===== config.mk =====
export PLATFORM = sky130hd
export DESIGN_NAME = periodic_timer_wheel_core
export DESIGN_NICKNAME = d
export VERILOG_FILES = /design/src/ptw_pkg.sv /design/src/ptw_divider.sv /design/src/ptw_cell.sv /design/src/periodic_timer_wheel_core.sv
export VERILOG_INCLUDE_DIRS = /design/src /design/src/src
export SDC_FILE = /design/constraint.sdc
export NUM_CORES = 1
export LEC_CHECK = 0
export BUFFER_PORTS_ARGS = -buffer_cell sky130_fd_sc_hd__buf_2
export CELL_PAD_IN_SITES_DETAIL_PLACEMENT = 0
export CELL_PAD_IN_SITES_GLOBAL_PLACEMENT = 1
export CORE_ASPECT_RATIO = 0.7
export CORE_MARGIN = 4
export CORE_UTILIZATION = 47
export CTS_CLUSTER_DIAMETER = 80
export DETAILED_ROUTE_END_ITERATION = 16
export GPL_TIMING_DRIVEN = 0
export HOLD_SLACK_MARGIN = 0.05
export PLACE_DENSITY = 0.85
export SLEW_MARGIN = 20
export SYNTH_ARGS = -nofsm -noshare
export SYNTH_HDL_FRONTEND = slang
export SYNTH_SLANG_ARGS = --single-unit

===== constraint.sdc =====
create_clock -name clock -period 3.6 [get_ports clock]
set_clock_uncertainty 0.15 [all_clocks]
set_input_delay 0.72 -clock clock [delete_from_list [all_inputs] [get_ports clock]]
set_output_delay 0.72 -clock clock [all_outputs]
set_load 0.005 [all_outputs]

===== src/assert_macros.svh =====
// Assertion macros used by the top level of the timer wheel.
`ifndef ASSERT_MACROS_SVH
`define ASSERT_MACROS_SVH

`ifndef ASSERT_OFF

// Expression must hold on every rising clock edge out of reset.
`define ASSERT_ALWAYS(lbl, clk, rst, expr) \
   lbl: assert property (@(posedge clk) disable iff (rst) (expr)) \
      else $error("assertion failed");

// Consequent must hold in the same cycle as the antecedent.
`define ASSERT_IMPLY(lbl, clk, rst, ante, cons) \
   lbl: assert property (@(posedge clk) disable iff (rst) (ante) |-> (cons)) \
      else $error("assertion failed");

`else

`define ASSERT_ALWAYS(lbl, clk, rst, expr)
`define ASSERT_IMPLY(lbl, clk, rst, ante, cons)

`endif

`endif


===== src/ptw_pkg.sv =====
// Types and constants of the periodic timer wheel.
`default_nettype none

package ptw_pkg;

   localparam int PERIOD_W     = 16;
   localparam int ID_W         = 4;
   localparam int CMD_W        = 2;
   localparam int KIND_W       = 3;
   localparam int ROUNDS_W     = 13;
   localparam int RESULT_LIMIT = 16;
   localparam int CNT_W        = 5;

   localparam logic [ROUNDS_W-1:0] ROUNDS_MAX = 13'd8191;

   // command codes
   localparam logic [CMD_W-1:0] CMD_REGISTER   = 2'd0;
   localparam logic [CMD_W-1:0] CMD_UNREGISTER = 2'd1;
   localparam logic [CMD_W-1:0] CMD_TICK       = 2'd2;

   // result kinds
   localparam logic [KIND_W-1:0] KIND_REGISTERED   = 3'd0;
   localparam logic [KIND_W-1:0] KIND_REJECTED     = 3'd1;
   localparam logic [KIND_W-1:0] KIND_UNREGISTERED = 3'd2;
   localparam logic [KIND_W-1:0] KIND_EXPIRED      = 3'd3;
   localparam logic [KIND_W-1:0] KIND_NO_EXPIRY    = 3'd4;

   typedef enum logic [1:0] {
      ST_IDLE,
      ST_DIV,
      ST_SCAN,
      ST_FINISH
   } state_type;

   // controller to cells
   typedef struct packed {
      logic                wr;
      logic                clr;
      logic                shift;
      logic [ID_W-1:0]     id;
      logic [ROUNDS_W-1:0] q;
   } cell_ctl_type;

   // cell to controller
   typedef struct packed {
      logic tok;
      logic expire;
   } cell_sts_type;

endpackage

`default_nettype wire


===== src/ptw_divider.sv =====
// Division of a period by the wheel size through reciprocal multiplication.
`default_nettype none

module ptw_divider #(
   parameter int WHEEL_SLOTS = 8
) (
   input  wire logic                              clock,
   input  wire logic                              reset,
   input  wire logic                              start,
   input  wire logic [ptw_pkg::PERIOD_W-1:0]      dividend,
   output logic                                   done,
   output logic [ptw_pkg::ROUNDS_W-1:0]           quotient,
   output logic [$clog2(WHEEL_SLOTS)-1:0]         remainder
);

   localparam int SLW   = $clog2(WHEEL_SLOTS);
   localparam int SHIFT = ptw_pkg::PERIOD_W + SLW;
   localparam int MW    = ptw_pkg::PERIOD_W + 2;
   localparam int PW    = ptw_pkg::PERIOD_W + MW;
   localparam int QW    = ptw_pkg::PERIOD_W - SLW + 1;
   localparam int BW    = ptw_pkg::PERIOD_W + 2;
   localparam logic [MW-1:0] RECIP_C   = MW'((64'd1 << SHIFT) / WHEEL_SLOTS);
   localparam logic [BW-1:0] DIVISOR_C = BW'(WHEEL_SLOTS);

   logic                         s1_ff, s1_in;
   logic                         s2_ff, s2_in;
   logic                         done_ff, done_in;
   logic [ptw_pkg::PERIOD_W-1:0] dvd_ff, dvd_in;
   logic [QW-1:0]                est_ff, est_in;
   logic [QW-1:0]                quo_ff, quo_in;
   logic [SLW-1:0]               rem_ff, rem_in;
   logic [PW-1:0]                prod;
   logic [BW-1:0]                back;
   logic [BW-1:0]                diff;

   // stage one holds the period, stage two estimates, stage three corrects by one
   always_comb begin
      s1_in   = start;
      s2_in   = s1_ff;
      done_in = s2_ff;
      dvd_in  = start ? dividend : dvd_ff;
      prod    = PW'(dvd_ff) * PW'(RECIP_C);
      est_in  = prod[SHIFT+QW-1:SHIFT];
      back    = BW'(est_ff) * DIVISOR_C;
      diff    = BW'(dvd_ff) - back;
      if (diff >= DIVISOR_C) begin
         quo_in = est_ff + QW'(1);
         rem_in = SLW'(diff - DIVISOR_C);
      end else begin
         quo_in = est_ff;
         rem_in = SLW'(diff);
      end
   end

   always_ff @(posedge clock) begin
      if (reset) begin
         s1_ff   <= 1'b0;
         s2_ff   <= 1'b0;
         done_ff <= 1'b0;
      end else begin
         s1_ff   <= s1_in;
         s2_ff   <= s2_in;
         done_ff <= done_in;
      end
      dvd_ff <= dvd_in;
      est_ff <= est_in;
      quo_ff <= quo_in;
      rem_ff <= rem_in;
   end

   // rounds saturate at the top of their field
   always_comb begin
      if (32'(quo_ff) > 32'(ptw_pkg::ROUNDS_MAX)) begin
         quotient = ptw_pkg::ROUNDS_MAX;
      end else begin
         quotient = ptw_pkg::ROUNDS_W'(quo_ff);
      end
   end

   assign done      = done_ff;
   assign remainder = rem_ff;

endmodule

`default_nettype wire


===== src/ptw_cell.sv =====
// One timer entry of the wheel, with its place in the scan token chain.
`default_nettype none

module ptw_cell #(
   parameter int WHEEL_SLOTS = 8,
   parameter int CELL_ID     = 0
) (
   input  wire logic                          clock,
   input  wire logic                          reset,
   input  wire ptw_pkg::cell_ctl_type         ctl,
   input  wire logic [$clog2(WHEEL_SLOTS)-1:0] r_bus,
   input  wire logic [$clog2(WHEEL_SLOTS)-1:0] cur,
   input  wire logic                          tok_in,
   output ptw_pkg::cell_sts_type              sts
);

   localparam int SLW = $clog2(WHEEL_SLOTS);
   localparam logic [SLW:0] SLOTS_C = (SLW+1)'(WHEEL_SLOTS);

   logic                         valid_ff, valid_in;
   logic                         tok_ff, tok_next_in;
   logic [ptw_pkg::ROUNDS_W-1:0] q_ff, q_in;
   logic [ptw_pkg::ROUNDS_W-1:0] rounds_ff, rounds_in;
   logic [SLW-1:0]               r_ff, r_in;
   logic [SLW-1:0]               slot_ff, slot_in;
   logic                         match;
   logic                         in_slot;
   logic [SLW-1:0]               radd;
   logic [SLW:0]                 sum;
   logic [SLW-1:0]               wrap_slot;

   // target slot: current slot plus period remainder, modulo wheel size
   always_comb begin
      match   = (32'(ctl.id) == CELL_ID);
      in_slot = valid_ff && (slot_ff == cur);
      radd    = ctl.wr ? r_bus : r_ff;
      sum     = {1'b0, cur} + {1'b0, radd};
      if (sum >= SLOTS_C) begin
         wrap_slot = SLW'(sum - SLOTS_C);
      end else begin
         wrap_slot = SLW'(sum);
      end
   end

   // entry update: write, clear, or scan when holding the token
   always_comb begin
      valid_in    = valid_ff;
      q_in        = q_ff;
      r_in        = r_ff;
      rounds_in   = rounds_ff;
      slot_in     = slot_ff;
      tok_next_in = ctl.shift ? tok_in : tok_ff;
      if (ctl.wr && match) begin
         valid_in  = 1'b1;
         q_in      = ctl.q;
         r_in      = r_bus;
         rounds_in = ctl.q;
         slot_in   = wrap_slot;
      end else if (ctl.clr && match) begin
         valid_in = 1'b0;
      end else if (ctl.shift && tok_ff && in_slot) begin
         if (rounds_ff == '0) begin
            rounds_in = q_ff;
            slot_in   = wrap_slot;
         end else begin
            rounds_in = rounds_ff - 1'b1;
         end
      end
   end

   always_ff @(posedge clock) begin
      if (reset) begin
         valid_ff <= 1'b0;
         tok_ff   <= 1'b0;
      end else begin
         valid_ff <= valid_in;
         tok_ff   <= tok_next_in;
      end
      q_ff      <= q_in;
      r_ff      <= r_in;
      rounds_ff <= rounds_in;
      slot_ff   <= slot_in;
   end

   assign sts.tok    = tok_ff;
   assign sts.expire = tok_ff && in_slot && (rounds_ff == '0);

endmodule

`default_nettype wire


===== src/periodic_timer_wheel_core.sv =====
// Top level of the periodic timer wheel: controller, divider and cell chain.
//
//   channel | direction | handshake             | payload
//   req     | in        | req_tvalid/req_tready | command, timer_id, period
//   rsp     | out       | rsp_tvalid/rsp_tready | kind, expired_id; tlast = last
//
// Unregister, rejected register: result valid in the cycle after the transaction.
// Register: result valid after period capture, reciprocal multiply,
// remainder correction, then the write into the cell.
// Tick: result valid once the scan token has walked the chain, one cell per
// cycle while the result side does not stall.
// Reset is synchronous; entry valid bits clear at once, no clearing pass.
// The next input is taken once the block is idle and the output register is
// empty or being emptied.
`default_nettype none

`include "assert_macros.svh"

module periodic_timer_wheel_core #(
   parameter int WHEEL_SLOTS = 8,
   parameter int MAX_TIMERS  = 16
) (
   input  wire logic        clock,
   input  wire logic        reset,
   input  wire logic        req_tvalid,
   output logic             req_tready,
   input  wire logic [23:0] req_tdata,   // command[1:0], timer_id[5:2], period[21:6]
   output logic             rsp_tvalid,
   input  wire logic        rsp_tready,
   output logic [7:0]       rsp_tdata,   // kind[2:0], expired_id[6:3]
   output logic             rsp_tlast
);

   localparam int SLW = $clog2(WHEEL_SLOTS);
   localparam int IXW = (MAX_TIMERS > 1) ? $clog2(MAX_TIMERS) : 1;

   ptw_pkg::state_type                 state_ff, state_in;
   logic [SLW-1:0]                     cur_ff, cur_in;
   logic [IXW-1:0]                     idx_ff, idx_in;
   logic [ptw_pkg::CNT_W-1:0]          cnt_ff, cnt_in;
   logic                               pend_valid_ff, pend_valid_in;
   logic [ptw_pkg::ID_W-1:0]           pend_id_ff, pend_id_in;
   logic [ptw_pkg::ID_W-1:0]           reg_id_ff, reg_id_in;
   logic                               rsp_valid_ff, rsp_valid_in;
   logic [ptw_pkg::KIND_W-1:0]         rsp_kind_ff, rsp_kind_in;
   logic [ptw_pkg::ID_W-1:0]           rsp_id_ff, rsp_id_in;
   logic                               rsp_last_ff, rsp_last_in;

   logic [ptw_pkg::CMD_W-1:0]          req_cmd;
   logic [ptw_pkg::ID_W-1:0]           req_id;
   logic [ptw_pkg::PERIOD_W-1:0]       req_period;
   logic                               req_acc;
   logic                               out_free;
   logic                               div_start;
   logic                               div_done;
   logic [ptw_pkg::ROUNDS_W-1:0]       div_q;
   logic [SLW-1:0]                     div_r;
   logic                               start_tick;
   logic                               hit;
   logic                               report;
   logic                               stall;
   logic                               busy_tick;
   ptw_pkg::cell_ctl_type              ctl;
   ptw_pkg::cell_sts_type              sts [MAX_TIMERS];
   logic [MAX_TIMERS-1:0]              tok_vec;
   logic [MAX_TIMERS-1:0]              exp_vec;

   assign req_cmd    = req_tdata[1:0];
   assign req_id     = req_tdata[5:2];
   assign req_period = req_tdata[21:6];

   assign out_free   = !rsp_valid_ff || rsp_tready;
   assign req_tready = (state_ff == ptw_pkg::ST_IDLE) && out_free;
   assign req_acc    = req_tvalid && req_tready;

   // period divided by the wheel size: rounds and slot offset
   ptw_divider #(
      .WHEEL_SLOTS(WHEEL_SLOTS)
   ) u_divider (
      .clock     (clock),
      .reset     (reset),
      .start     (div_start),
      .dividend  (req_period),
      .done      (div_done),
      .quotient  (div_q),
      .remainder (div_r)
   );

   // chain of timer cells, token enters cell 0 at a tick
   for (genvar g = 0; g < MAX_TIMERS; g++) begin : g_cell
      logic tok_prev;
      if (g == 0) begin : g_head
         assign tok_prev = start_tick;
      end else begin : g_link
         assign tok_prev = sts[g-1].tok;
      end
      ptw_cell #(
         .WHEEL_SLOTS(WHEEL_SLOTS),
         .CELL_ID    (g)
      ) u_cell (
         .clock  (clock),
         .reset  (reset),
         .ctl    (ctl),
         .r_bus  (div_r),
         .cur    (cur_ff),
         .tok_in (tok_prev),
         .sts    (sts[g])
      );
      assign tok_vec[g] = sts[g].tok;
      assign exp_vec[g] = sts[g].expire;
   end

   // only the token holder can flag an expiry
   assign hit    = |exp_vec;
   assign report = hit && (cnt_ff < ptw_pkg::CNT_W'(ptw_pkg::RESULT_LIMIT));
   assign stall  = report && pend_valid_ff && !out_free;

   assign busy_tick = (state_ff == ptw_pkg::ST_SCAN) || (state_ff == ptw_pkg::ST_FINISH);

   // controller: next state, cell control and result loading
   always_comb begin
      state_in      = state_ff;
      cur_in        = cur_ff;
      idx_in        = idx_ff;
      cnt_in        = cnt_ff;
      pend_valid_in = pend_valid_ff;
      pend_id_in    = pend_id_ff;
      reg_id_in     = reg_id_ff;
      rsp_valid_in  = rsp_valid_ff && !rsp_tready;
      rsp_kind_in   = rsp_kind_ff;
      rsp_id_in     = rsp_id_ff;
      rsp_last_in   = rsp_last_ff;
      div_start     = 1'b0;
      start_tick    = 1'b0;
      ctl.wr        = 1'b0;
      ctl.clr       = 1'b0;
      ctl.shift     = 1'b0;
      ctl.id        = (state_ff == ptw_pkg::ST_DIV) ? reg_id_ff : req_id;
      ctl.q         = div_q;

      case (state_ff)
         ptw_pkg::ST_IDLE: begin
            if (req_acc) begin
               case (req_cmd)
                  ptw_pkg::CMD_REGISTER: begin
                     if (req_period == '0 || 32'(req_id) >= MAX_TIMERS) begin
                        rsp_valid_in = 1'b1;
                        rsp_kind_in  = ptw_pkg::KIND_REJECTED;
                        rsp_id_in    = req_id;
                        rsp_last_in  = 1'b1;
                     end else begin
                        div_start = 1'b1;
                        reg_id_in = req_id;
                        state_in  = ptw_pkg::ST_DIV;
                     end
                  end
                  ptw_pkg::CMD_UNREGISTER: begin
                     ctl.clr      = 1'b1;
                     rsp_valid_in = 1'b1;
                     rsp_kind_in  = ptw_pkg::KIND_UNREGISTERED;
                     rsp_id_in    = req_id;
                     rsp_last_in  = 1'b1;
                  end
                  ptw_pkg::CMD_TICK: begin
                     start_tick    = 1'b1;
                     ctl.shift     = 1'b1;
                     cur_in        = (cur_ff == SLW'(WHEEL_SLOTS - 1)) ? '0 : cur_ff + 1'b1;
                     idx_in        = '0;
                     cnt_in        = '0;
                     pend_valid_in = 1'b0;
                     state_in      = ptw_pkg::ST_SCAN;
                  end
                  default: begin
                  end
               endcase
            end
         end
         ptw_pkg::ST_DIV: begin
            // output register is empty here: nothing was loaded since accept
            if (div_done) begin
               ctl.wr       = 1'b1;
               rsp_valid_in = 1'b1;
               rsp_kind_in  = ptw_pkg::KIND_REGISTERED;
               rsp_id_in    = reg_id_ff;
               rsp_last_in  = 1'b1;
               state_in     = ptw_pkg::ST_IDLE;
            end
         end
         ptw_pkg::ST_SCAN: begin
            if (!stall) begin
               ctl.shift = 1'b1;
               if (report) begin
                  // the held expiry is not the last one: send it on
                  if (pend_valid_ff) begin
                     rsp_valid_in = 1'b1;
                     rsp_kind_in  = ptw_pkg::KIND_EXPIRED;
                     rsp_id_in    = pend_id_ff;
                     rsp_last_in  = 1'b0;
                  end
                  pend_valid_in = 1'b1;
                  pend_id_in    = ptw_pkg::ID_W'(idx_ff);
                  cnt_in        = cnt_ff + 1'b1;
               end
               idx_in = idx_ff + 1'b1;
               if (idx_ff == IXW'(MAX_TIMERS - 1)) begin
                  state_in = ptw_pkg::ST_FINISH;
               end
            end
         end
         ptw_pkg::ST_FINISH: begin
            if (out_free) begin
               rsp_valid_in  = 1'b1;
               rsp_last_in   = 1'b1;
               if (pend_valid_ff) begin
                  rsp_kind_in = ptw_pkg::KIND_EXPIRED;
                  rsp_id_in   = pend_id_ff;
               end else begin
                  rsp_kind_in = ptw_pkg::KIND_NO_EXPIRY;
                  rsp_id_in   = '0;
               end
               pend_valid_in = 1'b0;
               state_in      = ptw_pkg::ST_IDLE;
            end
         end
         default: begin
            state_in = ptw_pkg::ST_IDLE;
         end
      endcase
   end

   always_ff @(posedge clock) begin
      if (reset) begin
         state_ff      <= ptw_pkg::ST_IDLE;
         cur_ff        <= '0;
         idx_ff        <= '0;
         cnt_ff        <= '0;
         pend_valid_ff <= 1'b0;
         rsp_valid_ff  <= 1'b0;
      end else begin
         state_ff      <= state_in;
         cur_ff        <= cur_in;
         idx_ff        <= idx_in;
         cnt_ff        <= cnt_in;
         pend_valid_ff <= pend_valid_in;
         rsp_valid_ff  <= rsp_valid_in;
      end
      pend_id_ff  <= pend_id_in;
      reg_id_ff   <= reg_id_in;
      rsp_kind_ff <= rsp_kind_in;
      rsp_id_ff   <= rsp_id_in;
      rsp_last_ff <= rsp_last_in;
   end

   assign rsp_tvalid = rsp_valid_ff;
   assign rsp_tdata  = {1'b0, rsp_id_ff, rsp_kind_ff};
   assign rsp_tlast  = rsp_last_ff;

   // checks on the scan token, the held expiry and the expiry count
   `ASSERT_ALWAYS(a_tok_onehot0, clock, reset, $onehot0(tok_vec))
   `ASSERT_IMPLY(a_tok_at_idx, clock, reset, state_ff == ptw_pkg::ST_SCAN, tok_vec[idx_ff])
   `ASSERT_IMPLY(a_pend_scope, clock, reset, pend_valid_ff, busy_tick)
   `ASSERT_ALWAYS(a_cnt_limit, clock, reset, cnt_ff <= ptw_pkg::CNT_W'(ptw_pkg::RESULT_LIMIT))

endmodule

`default_nettype wire

# --- Yosys cells after proc, flatten, opt, wreduce, memory -nomap -nowiden ---
# Index checks and enable logic that the tools add are counted.
# W data, S select, Z words.
classes:
  add_sub_neg: 54
  order_cmp: 19
  eq_ne: 66
  mux: 272
  n_bitwise: 2
  n_reduce_logical: 233
op_table:
  columns: ["cell", "n"]
  rows:
  - ["$mux W13", 66]
  - ["$mux W3", 106]
  - ["$logic_not A13 Y1", 16]
  - ["$sub A13 B1 Y13 const B", 16]
  - ["$logic_and A1 B1 Y1", 118]
  - ["$reduce_bool A2 Y1", 49]
  - ["$add A3 B3 Y4", 16]
  - ["$ge A4 B4 Y1 const B", 16]
  - ["$mux W1", 63]
  - ["$reduce_and A3 Y1", 18]
  - ["$sub A3 B1 Y3 const B", 17]
  - ["$eq A3 B3 Y1", 16]
  - ["$mux W4", 12]
  - ["$ne A2 B1 Y1 const B", 19]
  - ["$eq A4 B4 Y1 const B", 9]
  - ["$reduce_and A2 Y1", 16]
  - ["$mux W5", 4]
  - ["$ge A18 B4 Y1 const B", 1]
  - ["$sub A16 B16 Y17", 1]
  - ["$eq A4 B3 Y1 const B", 4]
  - ["$logic_not A16 Y1", 1]
  - ["$pmux W4 S2", 2]
  - ["$pmux W4 S4", 1]
  - ["$reduce_or A16 Y1", 1]
  - ["other kinds (34)", 58]
word_totals:
  ff_bits: 625
  in_bits: 28
  output_inout_bits: 11
  elab_cells: 761

# --- Logic depth before layout (Yosys ltp) ---
depth:
  depth_word: 15
  ltp_mapped: 12
  ltp_nobuf: 11

# --- Cells and area by module ---
# From an unflattened synthesis, not the netlist that was laid out.
hier_totals:
  cells_unflattened: 2802
  hier_area_um2: 32860.3
modules_own_cells:
  columns: ["module", "instances", "cells_each", "area_each_um2", "seq_area_each_um2"]
  rows:
  - ["ptw_cell (g_cell[0].u_cell ...)", 4, 150, 1840.5, 1001.0]
  - ["ptw_cell (g_cell[11].u_cell ...)", 4, 150, 1803.0, 1001.0]
  - ["ptw_cell (g_cell[10].u_cell ...)", 3, 150, 1811.7, 1001.0]
  - ["ptw_cell (g_cell[3].u_cell ...)", 2, 153, 1783.0, 1001.0]
  - ["ptw_divider", 1, 209, 2238.4, 1141.1]
  - ["ptw_cell (g_cell[15].u_cell)", 1, 150, 1801.7, 1001.0]
  - ["ptw_cell (g_cell[5].u_cell)", 1, 148, 1759.2, 1001.0]
  - ["periodic_timer_wheel_core", 1, 187, 1744.2, 800.8]
  - ["ptw_cell (g_cell[4].u_cell)", 1, 152, 1741.7, 1001.0]

# --- Worst setup path after synthesis ---
# Ideal clock, no wire load.
synth_timing:
  path_kind: "flip-flop to flip-flop"
  from: "reg cur_ff[1]"
  to: "reg g_cell[9].u_cell.rounds_ff[0] (netlist bit), enable pin"
  setup_ns: 0.356
  arrival_time_ns: 3.496
  required_ns: 3.094
  setup_slack_ns: -0.401
  path_stages_with_launch: 12
  path_buffers: 3
  synth_period_minus_slack_ns: 4.001
  cell_sequence: "dfxtp_1 -> buf_2 -> buf_4 -> xor2_1 -> nor4_1 -> a32oi_1 -> nor3b_1 -> a41oi_4 -> a32oi_1 -> buf_4 -> nand3_1 -> nand2_1"
synth_via:
  elab_chain_cells: 14
  word_cells_on_any_way: 74
  cone_classes: "16 x eq/ne; 2 x mux; 56 x reduce/logical"
synth_lines:
  columns: ["element", "line", "source"]
  rows:
  - ["start, declared", "periodic_timer_wheel_core.sv:38", "logic [SLW-1:0] cur_ff, cur_in;"]
  - ["start signal, assigned", "periodic_timer_wheel_core.sv:241", "cur_ff <= cur_in;"]
  - ["$eq A3 B3 Y1", "ptw_cell.sv:35", "in_slot = valid_ff && (slot_ff == cur);"]
  - ["$logic_and A1 B1 Y1", "ptw_cell.sv:35", null]
  - ["$logic_and A1 B1 Y1 (2 in series)", "ptw_cell.sv:86", "assign sts.expire = tok_ff && in_slot && (rounds_ff == '0);"]
  - ["$reduce_or A16 Y1", "periodic_timer_wheel_core.sv:114", "assign hit = |exp_vec;"]
  - ["$logic_and A1 B1 Y1", "periodic_timer_wheel_core.sv:115", "assign report = hit && (cnt_ff < ptw_pkg::CNT_W'(ptw_pkg::RESULT_LIMIT));"]
  - ["$logic_and A1 B1 Y1 (2 in series)", "periodic_timer_wheel_core.sv:116", "assign stall = report && pend_valid_ff && !out_free;"]
  - ["$mux W1", "periodic_timer_wheel_core.sv:190", "if (!stall) begin"]
  - ["$pmux W1 S2", "periodic_timer_wheel_core.sv:141", "case (state_ff)"]
  - ["$logic_and A1 B1 Y1", "ptw_cell.sv:61", "end else if (ctl.shift && tok_ff && in_slot) begin"]
  - ["$logic_and A1 B1 Y1 (*)", "ptw_cell.sv:61", null]
  - ["$reduce_bool A2 Y1 (no line) (*)", null, null]
  - ["$reduce_and A2 Y1 (no line) (*)", null, null]
  - ["end signal, assigned", "ptw_cell.sv:81", "rounds_ff <= rounds_in;"]
  - ["end, declared", "ptw_cell.sv:23", "logic [ptw_pkg::ROUNDS_W-1:0] rounds_ff, rounds_in;"]
# Mark *: on every way between the ends. The rest lies on a longest branch, timed or not.
# A chain may end at the register's enable or synchronous reset.

# --- Worst setup path after layout ---
layout_timing:
  from: "reg g_cell[4].u_cell.rounds_ff[0] (netlist bit)"
  to: "reg g_cell[13].u_cell.slot_ff[2], enable pin"
layout_via:
  elab_chain_cells: 12
layout_lines:
  columns: ["element", "line", "source"]
  rows:
  - ["start, declared", "ptw_cell.sv:23", null]
  - ["start signal, assigned", "ptw_cell.sv:81", null]
  - ["$logic_not A13 Y1", "ptw_cell.sv:86", null]
  - ["$logic_and A1 B1 Y1", "ptw_cell.sv:86", null]
  - ["$reduce_or A16 Y1", "periodic_timer_wheel_core.sv:114", null]
  - ["$logic_and A1 B1 Y1", "periodic_timer_wheel_core.sv:115", null]
  - ["$logic_and A1 B1 Y1 (2 in series)", "periodic_timer_wheel_core.sv:116", null]
  - ["$mux W1", "periodic_timer_wheel_core.sv:190", null]
  - ["$pmux W1 S2", "periodic_timer_wheel_core.sv:141", null]
  - ["$logic_and A1 B1 Y1 (2 in series)", "ptw_cell.sv:61", null]
  - ["$reduce_bool A2 Y1 (no line)", null, null]
  - ["$reduce_and A3 Y1 (no line)", null, null]
  - ["end signal, assigned", "ptw_cell.sv:82", "slot_ff <= slot_in;"]
  - ["end, declared", "ptw_cell.sv:25", "logic [SLW-1:0] slot_ff, slot_in;"]
# No other way between the ends.

==> metrics <==
Worst Setup Slack, final=-0.0950 ns; placed inst area=31100 µm²; post-synthesis xor/xnor area fraction=0.0652; Min-Delay Path Class=in -> reg; Post-Syn Instances=2530; clk buf depth=3; mux share of post-synthesis cell area=0.0111; final setup fails=67; count leader, synth=edfxtp_1; CTS clock-pin slew for the worst setup and hold paths=0.07 ns; I/O pin count=39; Max-slew headroom=0.209; Num Clock Sinks=625; max_cap viols=0; Least-Margin Pin Slew=1.19 ns; total design power=16.3 mW; Final HPWL DP=55.1 mm; VDD IR max=0.387 mV; NumNets Final=2775; 1st-iter DRT viols=2666; status=finished, violations left; design area=34400 µm²; clk_lat worst skew=0.64 ns; Cell Rows=76; critical path startpoint category=flop; Required @ worst endpoint=3.80 ns; sequential area share after synthesis=0.605; Die Wd=308 µm; Remaining DRCs=0; vias in the first global route=20700; Die Y-Extent=218 µm; largest fanout on the critical path=7; flops & latches, synth=625; largest net degree at the start of global routing=22; top_reg_cell synth=edfxtp_1; worst hold margin=0.132 ns; met2 usage=0.357; commonest cells in the synthesized netlist=edfxtp_1 (544), o21ai_0 (239), nand2_1 (215); Num CTS Buffers=60; antenna-violating nets left=0; TNS Setup=-1.41 ns; Post-Syn Area per Cell=11.7 µm²; Final Cycle Share=1.03; area leader, netlist=edfxtp_1; CTS tree=done; Top Usage Layer GRT=met1; die area=67300 µm²; post-synthesis compound-gate area fraction=0.128; RSZ-0062 raised after global routing=yes; via count=21600; fill count=5038; first drt pass iteration count=5; WL/cell=23.8 µm; failing checks=setup timing; CP arrival=3.89 ns; Final Max Slew Viols=0; M3 GR Usage=0.0525; first-pass GRT wire length=126 mm; Root Driver=clkbuf_16; share of post-route cells with drive strength above 1=0.127; top cell type's share of synthesized area=0.550; top cells by area, synth=edfxtp_1 (55%), dfxtp_1 (5.5%), xor2_1 (4.2%); antenna cells=0; critical path class=reg -> reg; grt ovf=0; post-layout util=0.555; Netlist Area Pre-Place=29700 µm²; area grow syn2layout=16.0%; leak pwr=12.0 nW; initial antenna violation count=1; Placer Congestion=0.887; endpoints failing hold=0; Routed WL=84.4 mm; Synth cell types=81; Adder-Cell Fraction of Synth Area=0.0346; Initial Utilization=0.479; Mapped Nets=2630; core footprint=62000 µm²; Overall Global Routing Usage=0.245; flop2flop setup slack=-0.09 ns; GR Layer Usage met1=0.372; minimum clock period=3.69 ns; simple-gate share of the synthesized area=0.127; P per Cell Area=472 nW/µm²; ys async rst share=0; CP endpoint kind=flop; Syn. warnings=0; Port Buf Inserts=35; EDFF count, synth=544; Max Clock Freq=271 MHz; CTS HTree Levels=2; largest family of logic cells by synthesized area=compound AO/OA/AOI/OAI gates; Via density=6.08
layout make-up:
| type | count | area, µm² | area share |
|---|---|---|---|
| clock buffer | 93 | 1770 | 0.0514 |
| inverter | 92 | 379 | 0.0110 |
| multi-input combinational | 1694 | 11900 | 0.346 |
| buffer | 127 | 604 | 0.0175 |
| clock inverter | 21 | 191 | 0.00556 |
| tap | 819 | 1020 | 0.0298 |
| sequential | 625 | 18000 | 0.522 |
| timing repair buffer | 75 | 604 | 0.0175 |
through the flow:
stage / cells / setup slack [ns]
floorplan: 2530 / 0.0232
global placement: 3384 / -2.10
detailed placement: 3392 / -1.91
global route: 3546 / -0.155
finish: 3546 / -0.0950
CTS: 3520 / -0.0145
what timing repair did:
| item | in CTS | in global routing |
|---|---|---|
| pin swaps | 20 | 27 |
| setup endpoints to repair | 572 | 412 |
| gates resized for setup | 127 | 96 |
| setup buffers | 13 | 18 |
| gates cloned | 3 | 9 |
| hold buffers | 0 | 0 |
critical path, stage by stage (launching register included):
cell and delay [ns]:
edfxtp_1 0.42, inv_1 0.09, ha_2 0.19, or4b_4 0.51, nor4_4 0.39, a32oi_2 0.15
o311a_1 0.21, a41oi_4 0.35, a32oi_4 0.16, buf_12 0.19, buf_12 0.14, nand3b_1 0.22
buf_6 0.17, o21ai_2 0.08
final timing paths:
path                                                               end                                    start  depth (start not counted)
worst max register to register  g_cell[13].u_cell.slot_ff[2]$_DFFE_PP_  g_cell[4].u_cell.rounds_ff[0]$_DFFE_PP_                         13
worst min register to register          u_divider.remainder[0]$_DFF_P_            u_divider.dvd_ff[0]$_DFFE_PP_                          0
worst min-delay path                     u_divider.dvd_ff[9]$_DFFE_PP_                            req_tdata[15]                          1
worst max-delay path            g_cell[13].u_cell.slot_ff[2]$_DFFE_PP_  g_cell[4].u_cell.rounds_ff[0]$_DFFE_PP_                         13
power by group:
group,internal [mW],leakage (nW),switching [mW]
combinational,0.646,5.45,1.20
clock,3.60,0.965,2.75
sequential,7.98,5.56,0.0806
total,12.2,12.0,4.03
flip-flops by register name (all words and copies together), names as in the netlist, 13 cells and up:
| signal | count |
|---|---|
| g_cell.u_cell.q_ff | 208 |
| g_cell.u_cell.rounds_ff | 208 |
| g_cell.u_cell.r_ff | 48 |
| g_cell.u_cell.slot_ff | 48 |
| g_cell.u_cell.tok_ff | 16 |
| g_cell.u_cell.valid_ff | 16 |
| u_divider.dvd_ff | 16 |
| u_divider.quo_ff | 14 |
| u_divider.est_ff | 13 |
logic make-up after synthesis:
family | after synthesis
other cells | 1
flops | 625
mux | 32
xor+xnor | 221
simple gates | 748
compound gates | 609
buf+inv | 222
fa+ha+maj | 72
cell usage in the layout, fill, tap and decap left out, types with 17 or more instances in the layout:
cell type  synthesis  routed
a21o_1            37      37
a21oi_1           98      96
buf_2              2      37
buf_4              9      28
clkbuf_1         115     124
clkbuf_16          0      65
dfxtp_1           81      79
edfxtp_1         544     544
fa_1              17      17
ha_1              55      52
inv_1             91      77
mux2i_1           25      25
nand2_1          215     198
nand2_4            0      17
nand2b_1          28      28
nand3_1           49      39
nor2_1           161     154
nor2b_1           21      20
nor3_1            55      48
nor4_1            55      42
o211ai_1         163     163
o21ai_0          239     228
or3_1             44      43
or4_1             38      36
xnor2_1           79      79
xor2_1           142     139
routing by layer:
metal	up-vias	wire, µm
li1	9745	-
met1	10600	37100
met2	1120	35800
met3	104	9600
met4	0	1820
met5	-	0
No activity file was read; power rests on OpenSTA's default activity.
